### src/rtl/core/rfs_pkg.sv
// ----------------------------------------------------------------------------
// rfs_pkg
// Shared types and constants of the ring fifo with search: opcodes, field
// widths, controller states and the command and status groups.
// ----------------------------------------------------------------------------
package rfs_pkg;

   localparam int DEPTH_DEF = 64;

   localparam int VALUE_W = 32;
   localparam int OP_W    = 3;
   localparam int CAP_W   = 7;
   localparam int SLOT_W  = 6;
   localparam int COUNT_W = 7;

   localparam logic [CAP_W-1:0] CAP_RESET = 7'd64;

   localparam logic [OP_W-1:0] OP_ENQ    = 3'd0;
   localparam logic [OP_W-1:0] OP_DEQ    = 3'd1;
   localparam logic [OP_W-1:0] OP_PEEK   = 3'd2;
   localparam logic [OP_W-1:0] OP_CLEAR  = 3'd3;
   localparam logic [OP_W-1:0] OP_SEARCH = 3'd4;

   typedef enum logic [1:0] {
      ST_IDLE,
      ST_READ,
      ST_SCAN,
      ST_RESULT
   } state_type;

   typedef struct packed {
      logic start;     // latch request, clear pending result
      logic fail;      // pending status is failure
      logic enq;       // write at tail
      logic clr;       // empty the queue
      logic take;      // capture head word
      logic pop;       // remove head word
      logic scan_step; // advance scan pointer
      logic scan_hit;  // record match
      logic scan_miss; // record miss
      logic send;      // load output register
   } dp_cmd_type;

   typedef struct packed {
      logic full;
      logic empty;
      logic match;
      logic last;
      logic out_free;
   } dp_status_type;

endpackage

### src/rtl/core/rfs_ram.sv
// ----------------------------------------------------------------------------
// rfs_ram
// Generic single write port, single read port ram with registered read.
// ----------------------------------------------------------------------------
module rfs_ram #(
   parameter int WIDTH = 32,
   parameter int DEPTH = 64
) (
   input  logic                     clock,
   input  logic                     wr_en,
   input  logic [$clog2(DEPTH)-1:0] wr_addr,
   input  logic [WIDTH-1:0]         wr_data,
   input  logic [$clog2(DEPTH)-1:0] rd_addr,
   output logic [WIDTH-1:0]         rd_data
);

   logic [WIDTH-1:0] mem_ff [DEPTH];
   logic [WIDTH-1:0] rd_data_ff;

   always_ff @(posedge clock) begin
      if (wr_en) begin
         mem_ff[wr_addr] <= wr_data;
      end
      rd_data_ff <= mem_ff[rd_addr];
   end

   assign rd_data = rd_data_ff;

endmodule

### src/rtl/core/rfs_dp.sv
// ----------------------------------------------------------------------------
// rfs_dp
// Datapath: pointers, occupancy, capacity register, storage ram, search
// scan pointer, pending result and output register.
// ----------------------------------------------------------------------------
module rfs_dp
   import rfs_pkg::*;
#(
   parameter int DEPTH = DEPTH_DEF
) (
   input  logic                     clock,
   input  logic                     reset,
   input  dp_cmd_type               cmd,
   output dp_status_type            sts,
   input  logic [VALUE_W-1:0]       req_value,
   input  logic                     csr_we,
   input  logic [CAP_W-1:0]         csr_value,
   output logic                     rsp_valid,
   input  logic                     rsp_ready,
   output logic [55:0]              rsp_payload
);

   localparam int PTR_W = $clog2(DEPTH);
   localparam int CNT_W = $clog2(DEPTH + 1);
   localparam int CMP_W = (CNT_W > CAP_W) ? CNT_W : CAP_W;
   localparam int SX_W  = (PTR_W > SLOT_W) ? PTR_W : SLOT_W;
   localparam int CX_W  = (CNT_W > COUNT_W) ? CNT_W : COUNT_W;

   logic [PTR_W-1:0]   head_ff, head_in;
   logic [PTR_W-1:0]   tail_ff, tail_in;
   logic [CNT_W-1:0]   occ_ff, occ_in;
   logic [CAP_W-1:0]   cap_ff, cap_in;
   logic [PTR_W-1:0]   sp_ff, sp_in;
   logic [PTR_W-1:0]   spos_ff, spos_in;
   logic [VALUE_W-1:0] value_ff, value_in;
   logic               pst_ff, pst_in;
   logic [VALUE_W-1:0] pdata_ff, pdata_in;
   logic [PTR_W-1:0]   pslot_ff, pslot_in;
   logic [PTR_W-1:0]   ppos_ff, ppos_in;
   logic               rsp_valid_ff, rsp_valid_in;
   logic [55:0]        rsp_data_ff, rsp_data_in;

   logic [CMP_W-1:0]   cap_ext;
   logic [CNT_W-1:0]   cap_eff;
   logic [PTR_W-1:0]   rd_addr;
   logic [VALUE_W-1:0] rd_data;
   logic [SX_W-1:0]    slot_ext;
   logic [SX_W-1:0]    pos_ext;
   logic [CX_W-1:0]    cnt_ext;

   function automatic logic [PTR_W-1:0] advance(input logic [PTR_W-1:0] p,
                                                input logic [CNT_W-1:0] cap);
      logic [CNT_W-1:0] n;
      n = CNT_W'(p) + CNT_W'(1);
      return (n >= cap) ? '0 : n[PTR_W-1:0];
   endfunction

   // capacity clamped to 1..DEPTH
   always_comb begin
      cap_ext = CMP_W'(cap_ff);
      if (cap_ext == '0) begin
         cap_eff = CNT_W'(1);
      end else if (cap_ext > CMP_W'(DEPTH)) begin
         cap_eff = CNT_W'(DEPTH);
      end else begin
         cap_eff = cap_ext[CNT_W-1:0];
      end
   end

   assign rd_addr = cmd.scan_step ? advance(sp_ff, cap_eff) : head_ff;

   rfs_ram #(
      .WIDTH (VALUE_W),
      .DEPTH (DEPTH)
   ) u_ram (
      .clock   (clock),
      .wr_en   (cmd.enq),
      .wr_addr (tail_ff),
      .wr_data (req_value),
      .rd_addr (rd_addr),
      .rd_data (rd_data)
   );

   assign sts.full     = (occ_ff >= cap_eff);
   assign sts.empty    = (occ_ff == '0);
   assign sts.match    = (rd_data == value_ff);
   assign sts.last     = ((CNT_W'(spos_ff) + CNT_W'(1)) >= occ_ff);
   assign sts.out_free = !rsp_valid_ff || rsp_ready;

   assign slot_ext = SX_W'(pslot_ff);
   assign pos_ext  = SX_W'(ppos_ff);
   assign cnt_ext  = CX_W'(occ_ff);

   always_comb begin
      head_in      = head_ff;
      tail_in      = tail_ff;
      occ_in       = occ_ff;
      cap_in       = cap_ff;
      sp_in        = sp_ff;
      spos_in      = spos_ff;
      value_in     = value_ff;
      pst_in       = pst_ff;
      pdata_in     = pdata_ff;
      pslot_in     = pslot_ff;
      ppos_in      = ppos_ff;
      rsp_valid_in = rsp_valid_ff;
      rsp_data_in  = rsp_data_ff;

      if (cmd.start) begin
         value_in = req_value;
         sp_in    = head_ff;
         spos_in  = '0;
         pst_in   = 1'b0;
         pdata_in = '0;
         pslot_in = '0;
         ppos_in  = '0;
      end
      if (cmd.fail) begin
         pst_in = 1'b1;
      end
      if (cmd.enq) begin
         tail_in = advance(tail_ff, cap_eff);
         occ_in  = occ_ff + CNT_W'(1);
      end
      if (cmd.clr) begin
         head_in = '0;
         tail_in = '0;
         occ_in  = '0;
      end
      if (cmd.take) begin
         pdata_in = rd_data;
      end
      if (cmd.pop) begin
         head_in = advance(head_ff, cap_eff);
         occ_in  = occ_ff - CNT_W'(1);
      end
      if (cmd.scan_step) begin
         sp_in   = advance(sp_ff, cap_eff);
         spos_in = spos_ff + PTR_W'(1);
      end
      if (cmd.scan_hit) begin
         pslot_in = sp_ff;
         ppos_in  = spos_ff;
      end
      if (cmd.scan_miss) begin
         pst_in = 1'b1;
      end

      if (cmd.send) begin
         rsp_valid_in = 1'b1;
         rsp_data_in  = {2'b00, sts.full, sts.empty, cnt_ext[COUNT_W-1:0],
                         pos_ext[SLOT_W-1:0], slot_ext[SLOT_W-1:0], pdata_ff, pst_ff};
      end else if (rsp_ready) begin
         rsp_valid_in = 1'b0;
      end

      if (csr_we) begin
         cap_in  = csr_value;
         head_in = '0;
         tail_in = '0;
         occ_in  = '0;
      end
   end

   always_ff @(posedge clock) begin
      if (reset) begin
         head_ff      <= '0;
         tail_ff      <= '0;
         occ_ff       <= '0;
         cap_ff       <= CAP_RESET;
         rsp_valid_ff <= 1'b0;
      end else begin
         head_ff      <= head_in;
         tail_ff      <= tail_in;
         occ_ff       <= occ_in;
         cap_ff       <= cap_in;
         rsp_valid_ff <= rsp_valid_in;
      end
   end

   always_ff @(posedge clock) begin
      sp_ff       <= sp_in;
      spos_ff     <= spos_in;
      value_ff    <= value_in;
      pst_ff      <= pst_in;
      pdata_ff    <= pdata_in;
      pslot_ff    <= pslot_in;
      ppos_ff     <= ppos_in;
      rsp_data_ff <= rsp_data_in;
   end

   assign rsp_valid   = rsp_valid_ff;
   assign rsp_payload = rsp_data_ff;

endmodule

### src/rtl/core/rfs_ctrl.sv
// ----------------------------------------------------------------------------
// rfs_ctrl
// Controller: decodes the request opcode and sequences the datapath through
// head reads, the search scan and the result hand-off.
// ----------------------------------------------------------------------------
module rfs_ctrl
   import rfs_pkg::*;
(
   input  logic            clock,
   input  logic            reset,
   input  logic            req_valid,
   output logic            req_ready,
   input  logic [OP_W-1:0] req_op,
   input  dp_status_type   sts,
   output dp_cmd_type      cmd
);

   state_type       state_ff, state_in;
   logic [OP_W-1:0] op_ff, op_in;

   // next state
   always_comb begin
      state_in = state_ff;
      op_in    = op_ff;
      case (state_ff)
         ST_IDLE: begin
            if (req_valid) begin
               op_in    = req_op;
               state_in = ST_RESULT;
               case (req_op)
                  OP_DEQ, OP_PEEK: begin
                     if (!sts.empty) begin
                        state_in = ST_READ;
                     end
                  end
                  OP_SEARCH: begin
                     if (!sts.empty) begin
                        state_in = ST_SCAN;
                     end
                  end
                  default: state_in = ST_RESULT;
               endcase
            end
         end
         ST_READ: state_in = ST_RESULT;
         ST_SCAN: begin
            if (sts.match || sts.last) begin
               state_in = ST_RESULT;
            end
         end
         ST_RESULT: begin
            if (sts.out_free) begin
               state_in = ST_IDLE;
            end
         end
         default: state_in = ST_IDLE;
      endcase
   end

   // outputs
   always_comb begin
      cmd       = '0;
      req_ready = 1'b0;
      case (state_ff)
         ST_IDLE: begin
            req_ready = 1'b1;
            if (req_valid) begin
               cmd.start = 1'b1;
               case (req_op)
                  OP_ENQ: begin
                     if (sts.full) begin
                        cmd.fail = 1'b1;
                     end else begin
                        cmd.enq = 1'b1;
                     end
                  end
                  OP_DEQ, OP_PEEK, OP_SEARCH: cmd.fail = sts.empty;
                  OP_CLEAR: cmd.clr = 1'b1;
                  default: cmd.fail = 1'b1;
               endcase
            end
         end
         ST_READ: begin
            cmd.take = 1'b1;
            cmd.pop  = (op_ff == OP_DEQ);
         end
         ST_SCAN: begin
            if (sts.match) begin
               cmd.scan_hit = 1'b1;
            end else if (sts.last) begin
               cmd.scan_miss = 1'b1;
            end else begin
               cmd.scan_step = 1'b1;
            end
         end
         ST_RESULT: cmd.send = sts.out_free;
         default: cmd = '0;
      endcase
   end

   always_ff @(posedge clock) begin
      if (reset) begin
         state_ff <= ST_IDLE;
         op_ff    <= OP_ENQ;
      end else begin
         state_ff <= state_in;
         op_ff    <= op_in;
      end
   end

endmodule

### src/rtl/core/ring_fifo_with_search_top.sv
// ----------------------------------------------------------------------------
// ring_fifo_with_search_top
// Circular fifo of signed 32-bit words with enqueue, dequeue, peek, clear
// and search operations.
// ----------------------------------------------------------------------------
// Requests arrive on the req_ stream (opcode in tuser, word in tdata), one
// response per request leaves on the rsp_ stream. A request is taken only
// when the controller is idle. Enqueue, clear, failed and unknown operations
// go from idle straight to the result state; dequeue and peek pass through
// a read state first, for the registered read of the storage ram. A search
// reads one stored word per cycle from the head until it finds a match or
// reaches the last stored word. The next request may be accepted in the
// cycle after the response is loaded.
// The response sits in an output register; while the receiver stalls the
// controller holds its result and takes no new request beyond that one.
// The csr_ port writes the capacity register at any idle time; a write also
// empties the queue. Reset empties the queue and sets capacity to 64; the
// storage needs no clearing since a slot is read only after it was written.
// ----------------------------------------------------------------------------
module ring_fifo_with_search_top
   import rfs_pkg::*;
#(
   parameter int DEPTH = DEPTH_DEF
) (
   input  logic                clock,
   input  logic                reset,
   // request stream
   input  logic                req_tvalid,
   output logic                req_tready,
   input  logic [31:0]         req_tdata,  // value[31:0]
   input  logic [OP_W-1:0]     req_tuser,  // opcode[2:0]
   // response stream
   output logic                rsp_tvalid,
   input  logic                rsp_tready,
   output logic [55:0]         rsp_tdata,  // status[0] data_out[32:1] slot_index[38:33]
                                           // position[44:39] count[51:45] empty_res[52]
                                           // full_res[53] zero[55:54]
   // capacity register write
   input  logic                csr_valid,
   output logic                csr_ready,
   input  logic [CAP_W-1:0]    csr_data
);

   dp_cmd_type    cmd;
   dp_status_type sts;

   assign csr_ready = 1'b1;

   rfs_ctrl u_ctrl (
      .clock     (clock),
      .reset     (reset),
      .req_valid (req_tvalid),
      .req_ready (req_tready),
      .req_op    (req_tuser),
      .sts       (sts),
      .cmd       (cmd)
   );

   rfs_dp #(
      .DEPTH (DEPTH)
   ) u_dp (
      .clock       (clock),
      .reset       (reset),
      .cmd         (cmd),
      .sts         (sts),
      .req_value   (req_tdata),
      .csr_we      (csr_valid),
      .csr_value   (csr_data),
      .rsp_valid   (rsp_tvalid),
      .rsp_ready   (rsp_tready),
      .rsp_payload (rsp_tdata)
   );

endmodule
### config.mk
export PLATFORM = sky130hd
export DESIGN_NAME = ring_fifo_with_search_top
export DESIGN_NICKNAME = d
export VERILOG_FILES = /design/src/rtl/core/rfs_pkg.sv /design/src/rtl/core/rfs_ram.sv /design/src/rtl/core/rfs_dp.sv /design/src/rtl/core/rfs_ctrl.sv /design/src/rtl/core/ring_fifo_with_search_top.sv
export SDC_FILE = /design/constraint.sdc
export NUM_CORES = 2
export LEC_CHECK = 0
export BUFFER_PORTS_ARGS = -buffer_cell sky130_fd_sc_hd__buf_2
export CAP_MARGIN = 15
export CORE_AREA = 10 10 371 373
export CTS_CLUSTER_SIZE = 14
export DETAILED_ROUTE_END_ITERATION = 8
export DIE_AREA = 0 0 381 383
export PLACE_DENSITY = 0.81
export RECOVER_POWER = 100
export SYNTH_ARGS = -nofsm -noshare
export SYNTH_HDL_FRONTEND = slang
export SYNTH_HIERARCHICAL = 1
export SYNTH_SLANG_ARGS = --single-unit
### constraint.sdc
create_clock -name clock -period 11.65 [get_ports clock]
set_input_delay 1.165 -clock clock [delete_from_list [all_inputs] [get_ports clock]]
set_output_delay 1.165 -clock clock [all_outputs]
set_load 0.02 [all_outputs]
* After elaboration in Yosys (flattened, before gate mapping) *
Memories as Yosys holds them, arrays and structs flattened. A register that Yosys moved wholly into a read port is not among the register bits.
Cells that the tools add are included.
Widths: inputs -> output; s select.

word-level totals
  flip-flop bits (word level) = 175
  latch bits = 0
  bits in writable memories = 2048
  bits in read-only memories = 0
  input bits = 47
  output and inout bits = 59
  word-level logic and storage cells = 107
  memories = 1

cells by class
  $add $sub $neg = 7
  multipliers = 0
  divide/modulo/power cells = 0
  magnitude comparators = 6
  equality and inequality tests = 12
  shift-type cells = 0
  mux-type cells = 46
  bitwise operators = 0
  reduce and logical (&&, ||, !) cells = 20

memory list
  name               words  width  rd ports  clocked after memory_dff  write ports  line           source
  u_dp.u_ram.mem_ff  64     32     1         1                         1            rfs_ram.sv:17  logic [WIDTH-1:0] mem_ff [DEPTH];

operators with widths
  cell                 number
  $mux 6               12
  $mux 32              2
  $ge 7x7->1           5
  $mux 7               5
  $eq 32x32->1         1
  $add 6x1->7 const B  4
  $mux 1               16
  $logic_not 7->1      2
  $mux 2               5
  $reduce_bool 2->1    5
  $mux 4               2
  $pmux 2 s4           1
  $add 7x1->7 const B  1
  $gt 7x7->1 const B   1
  $sub 7x1->7 const B  1
  $add 6x1->6 const B  1
  $eq 3x1->1 const B   2
  $eq 3x2->1 const B   2
  $reduce_or 2->1      3
  $reduce_or 3->1      2
  $eq 2x2->1 const B   2
  $ne 2x1->1 const B   2
  $pmux 2 s2           1
  $eq 3x3->1 const B   1
  11 further kinds     12

* Logic depth before layout (Yosys ltp) *
  depth in word-level cells = 11
  mapped depth = 22
  mapped depth without buffers = 17

* Modules after synthesis *
The synthesis kept the hierarchy.

modules (own cells, without submodules)
  module                     times used  cells each  area each (um2)  sequential area each (um2)
  rfs_ram                    1           3324        78515.3          62139.6
  rfs_dp                     1           565         7529.7           4824.6
  rfs_ctrl                   1           48          396.6            100.1
  ring_fifo_with_search_top  1           2           11.3             0.0

* Worst setup path after synthesis *
No wires, ideal clock.

  path type = reg-to-reg
  start = register u_dp.cap_ff[1] (netlist: u_dp/cap_ext[1])
  end = memory u_dp.u_ram.mem_ff[49][0], enable pin
  setup time = 0.461 ns
  arrival time = 4.914 ns
  path slack = 6.275 ns
  stages on the path, launching flop included = 16
  path buffers = 0
  clock period less this slack = 5.375 ns
  cell sequence = dfxtp_1 > nor3_1 > a21oi_1 > nor2_1 > ha_1 > nand2b_1 > a21oi_1 > nor2b_1 > o21ai_0 > o2bb2ai_1 > o21ai_0 > nor3_1 > nor3b_1 > nor2b_1 > nand4_1 > nor3_1

RTL lines
  element                 line           source
  from (decl)             rfs_dp.sv:32   logic [CAP_W-1:0] cap_ff, cap_in;
  from (signal assigned)  rfs_dp.sv:176  cap_ff <= cap_in;
  to (decl)               rfs_ram.sv:17

==> flow_results.org <==
** Critical path
- Register-to-register setup slack :: around 3200 ps
- Depth of the most critical reg-to-reg path :: 15
- Of all nets on the critical path, the largest fanout is roughly 110.
- STA classifies the critical path startpoint as a flip-flop.
- The worst setup path is captured at a flip-flop.
- Critical Path Max Stage Delay :: a little under 2000 ps
- STA puts the critical path data required time at 12360 ps.
- Signal arrival time at the worst endpoint :: 9120 ps
- The worst register-to-register path ends at u_dp/u_ram/rd_data[1].
- Reg-to-reg startpoint :: u_dp/u_ram/rd_data[26]
- Kind of critical path :: reg2reg
- Crit path cell chain :: xor2_1 -> nor4_1 -> nand4_1 -> nor2_1 -> or3b_1 -> inv_1 -> nor2b_1 -> o21ai_0 -> o22ai_1 -> buf_4 -> buf_12 -> mux4_2 -> mux4_2 -> o22ai_1 -> nor2_1
- On the critical path, the stage with the largest delay is an instance of sky130_fd_sc_hd__o22ai_1.

** Clock tree
- CTS tree :: yes
- Clock-pin slew was measured on the worst setup and hold paths at about 70 ps.
- The number of hold buffers added after CTS was 0.
- Number of buffers created by CTS :: 208
- Post-CTS repair changed the size of 0 cells.
- The number of setup buffers added after CTS is 0.
- Count of H-tree levels built during CTS :: 4
- Clock Sinks :: approximately 2300
- Maximum root-to-sink buffer count :: 3
- Clock latency at the later pin of the worst-skew pair :: between 800 and 900 ps
- Clock root buffer :: sky130_fd_sc_hd__clkbuf_16

** STA
- Crit share post-route :: between 70 and 80%
- For this run, the top clock speed supported by timing is around 0.12 GHz.
- Setup total negative slack :: 0 ps
- Slew of the pin with the lowest slew margin :: about 3700 ps
- The smallest clock period supported by the final layout is computed as approximately 8400 ps.
- Setup repair after global routing left no endpoint under its margin.
- The total count of hold-check failures in the final report came to 0.
- # setup viols final :: 0
- The number of slew-limit violations in the final report is about 4000.
- Across the routed clock network, the largest skew measured is about 30 ps.
- Max transition margin :: -149%

** Worst hold path
- Worst hold path depth :: 0
- Hold path endpoint :: u_dp/rsp_payload[3]
- Class of the most critical hold timing path :: reg2reg
- The worst hold path begins at u_dp/pdata_ff[2].

** Synth
- Register bit total from synthesis :: 2255
- Cell area after synthesis :: roughly 0.086 sq mm
- Cell type with the largest total area after synthesis :: sky130_fd_sc_hd__edfxtp_1
- Proportion of netlist area held by the largest area contributor :: between 70% and 80%
- Number of enable flip-flop cells after synthesis :: around 2200
- Counting distinct cell types in the post-synthesis netlist gives 70.
- Sequential elements use slightly below 80% of the synthesized area.
- During synthesis, Yosys emitted a total of 6 warnings.
- Share of flip-flops with an asynchronous set or reset after synthesis :: 0%
- By area the synthesized netlist is led by sky130_fd_sc_hd__edfxtp_1 (76%), sky130_fd_sc_hd__mux4_2 (14%), sky130_fd_sc_hd__dfxtp_1 (1.5%).
- Counting every instance in the synthesized netlist gives approximately 4000.
- Most instantiated flip-flop cell in the synthesis netlist :: sky130_fd_sc_hd__edfxtp_1
- Post-synthesis area per instance :: around 22 sq um
- Leading cell type by number of instances after synthesis :: sky130_fd_sc_hd__edfxtp_1
- The commonest cells after synthesis are sky130_fd_sc_hd__edfxtp_1 (2190), sky130_fd_sc_hd__mux4_2 (544), sky130_fd_sc_hd__nor2_1 (166), sky130_fd_sc_hd__mux2i_1 (102), sky130_fd_sc_hd__o22ai_1 (89).

** Floorplanning
- Width of the die :: approximately 380 um
- Area inside the core boundary :: 0.130 sq mm
- Num rows :: 133
- Area of the die :: around 0.15 sq mm
- Measured along the y axis, the die boundary spans around 380 um.
- Starting utilization of the core area :: between 60% and 70%
- I/O pin count :: 106

** Layout
- From synthesis to final layout, the design area changed by 11.0%.
- Share of post-route cells with drive strength above 1 :: ~22%
- Layout Cell Area excl Fill :: 0.0960 sq mm
- Final nets :: around 4300

** Drt
- Summed over all layers, the routed wires come to roughly 240000 um.
- After detailed routing, the number of remaining DRC violations is 0.
- Total number of vias :: around 45000
- Post-route antenna net violation count :: 0
- Vias per std cell :: roughly 7.4
- After the first detailed-routing iteration, the DRC count stood at between 7000 and 8000.
- Mean routed wirelength per cell :: 39.2 um
- Detailed-router iteration count before antenna repair :: 7

** Power and ir drop
- The internal power of the cells totals roughly 0.014 W.
- Summed over all cells, the static leakage comes to slightly below 30 nW.
- Share of total power consumed by net switching :: about a quarter
- Of the total power, registers draw about half.
- Portion of total power attributed to combinational logic :: between 10% and 20%
- Of the total power, the clock network draws a little under two fifths.
- Power density normalized to cell area :: 196 mW/mm^2
- Worst IR drop on VDD :: ~190 uV
- Switching Power :: 0.00479 W

** Run status
- The final reports fail on max-capacitance violations, max-slew violations.
- Status :: finished with violations

** Placement
- Number of buffers added on ports :: ~100
- Post-detail-place hpwl :: 116000 um
- Weighted congestion reported at the end of routability-driven placement :: 0.840
- In this run the cell area measured after placement is approximately 0.090 sq mm.

** Global routing
- The first global-routing pass estimated roughly 340000 um of wire.
- The number of global-route vias before repair was 46000.
- Initial antenna violation count :: 13
- Global routing finished with a remaining overflow of 0.
- Tot GR Track Use :: 33.1%
- Entering global routing, the biggest net connects approximately 130 pins.

** Job
- Max Cap Violations :: ~110
area by class of cell:
class	instances	area (sq um)
clock buffers	269	5540
well taps	1755	2200
fillers	6764	34500
clock inverters	123	1320
multi-input cells	1458	18600
repair buffers	232	1110
inverters	26	97.6
flip-flops and latches	2255	67100
diodes	2	5.00
logic make-up after synthesis:
kind of cell	after synthesis	share of synthesized area, %
flops	2255	77.6
mux	646	15.4
simple gates	414	2.38
compound gates	303	2.33
buf+inv	227	1.25
xor+xnor	50	0.507
fa+ha+maj	42	0.602
other cells	2	0.00869
worst max path at each step:
stage                                start                  endpoint  slack, ps  cells past startpoint
CTS                        u_dp/spos_ff[0]    u_dp/u_ram/rd_data[19]       4440                     19
floorplan                  u_dp/cap_ext[1]  u_dp/u_ram/mem_ff[49][0]       6270                     15
finish              u_dp/u_ram/rd_data[26]     u_dp/u_ram/rd_data[1]       3240                     15
global route               u_dp/spos_ff[0]     u_dp/u_ram/rd_data[1]       2600                     18
global placement           u_dp/spos_ff[0]    u_dp/u_ram/rd_data[28]       4680                     19
detailed placement         u_dp/spos_ff[0]    u_dp/u_ram/rd_data[28]       4580                     19
power by group through the flow:
stage	clock (W)	combinational (W)	sequential, W
after floorplan	0	0.00163	0.00945
after global placement	0	0.00237	0.00947
after detailed placement	0	0.00243	0.00948
after CTS	0.00699	0.00253	0.00932
after global routing	0.00727	0.00264	0.00935
final	0.00695	0.00254	0.00934
routing by layer:
metal / up-vias / GRT usage, % / part of all wire (%) / routed length (um)
met5: - / 0 / 0.048 / 115
met4: 20 / 18.0 / 6.9 / 16500
met3: 966 / 8.28 / 13 / 32100
met2: 4225 / 53.0 / 48 / 116000
met1: 23000 / 42.2 / 31 / 75000
li1: 17000 / - / - / -
state kept, by name, indices dropped and copies added, names as in the netlist:
signal / cells
u_ctrl/op_ff: 3
u_dp/pst_ff: 1
u_dp/head_ff: 6
u_dp/cnt_ext: 7
u_dp/rsp_payload: 54
u_dp/u_ram/rd_data: 32
u_dp/sp_ff: 6
u_dp/cap_ext: 7
u_dp/pos_ext: 6
u_dp/pdata_ff: 32
u_dp/u_ram/mem_ff: 2048
u_ctrl/state_ff: 2
u_dp/rsp_valid: 1
u_dp/pslot_ff: 6
u_dp/tail_ff: 6
u_dp/spos_ff: 6
u_dp/value_ff: 32
through the flow:
step	hold WS (ps)	power (W)	setup WS, ps	utilization (%)	std cells
after floorplan	400	0.0111	6270	-	3940
after CTS	420	0.0188	4440	74.0	6100
after global routing	422	0.0193	2600	73.5	6119
after detailed placement	405	0.0119	4580	68.7	5708
after global placement	402	0.0118	4680	68.7	5708
final	421	0.0188	3240	73.5	6120
cells in the final DEF, fill, tap and decap left out, drive strengths merged, types with 10 or more instances in the layout:
master / instances
a211oi: 10
a21oi: 88
a22oi: 12
a311oi: 12
and2: 57
and3: 11
buf: 54
bufinv: 22
clkbuf: 447
clkinv: 80
dfxtp: 65
edfxtp: 2190
ha: 40
inv: 38
mux2i: 102
mux4: 544
nand2: 56
nand2b: 16
nand3: 17
nor2: 166
nor2b: 23
nor3: 16
o21ai: 24
o221ai: 27
o22ai: 89
xnor2: 13
xor2: 37
worst max-delay path, delay by kind of cell (launching register included):
family	cells	cell delay (ps)
AOI/OAI and AO/OA	3	2450
muxes	2	1140
and+or+nand+nor	6	1730
buffers and inverters	3	1730
DFF	1	470
xor gates and xnor gates	1	480
(Power assumes the default switching activity.)
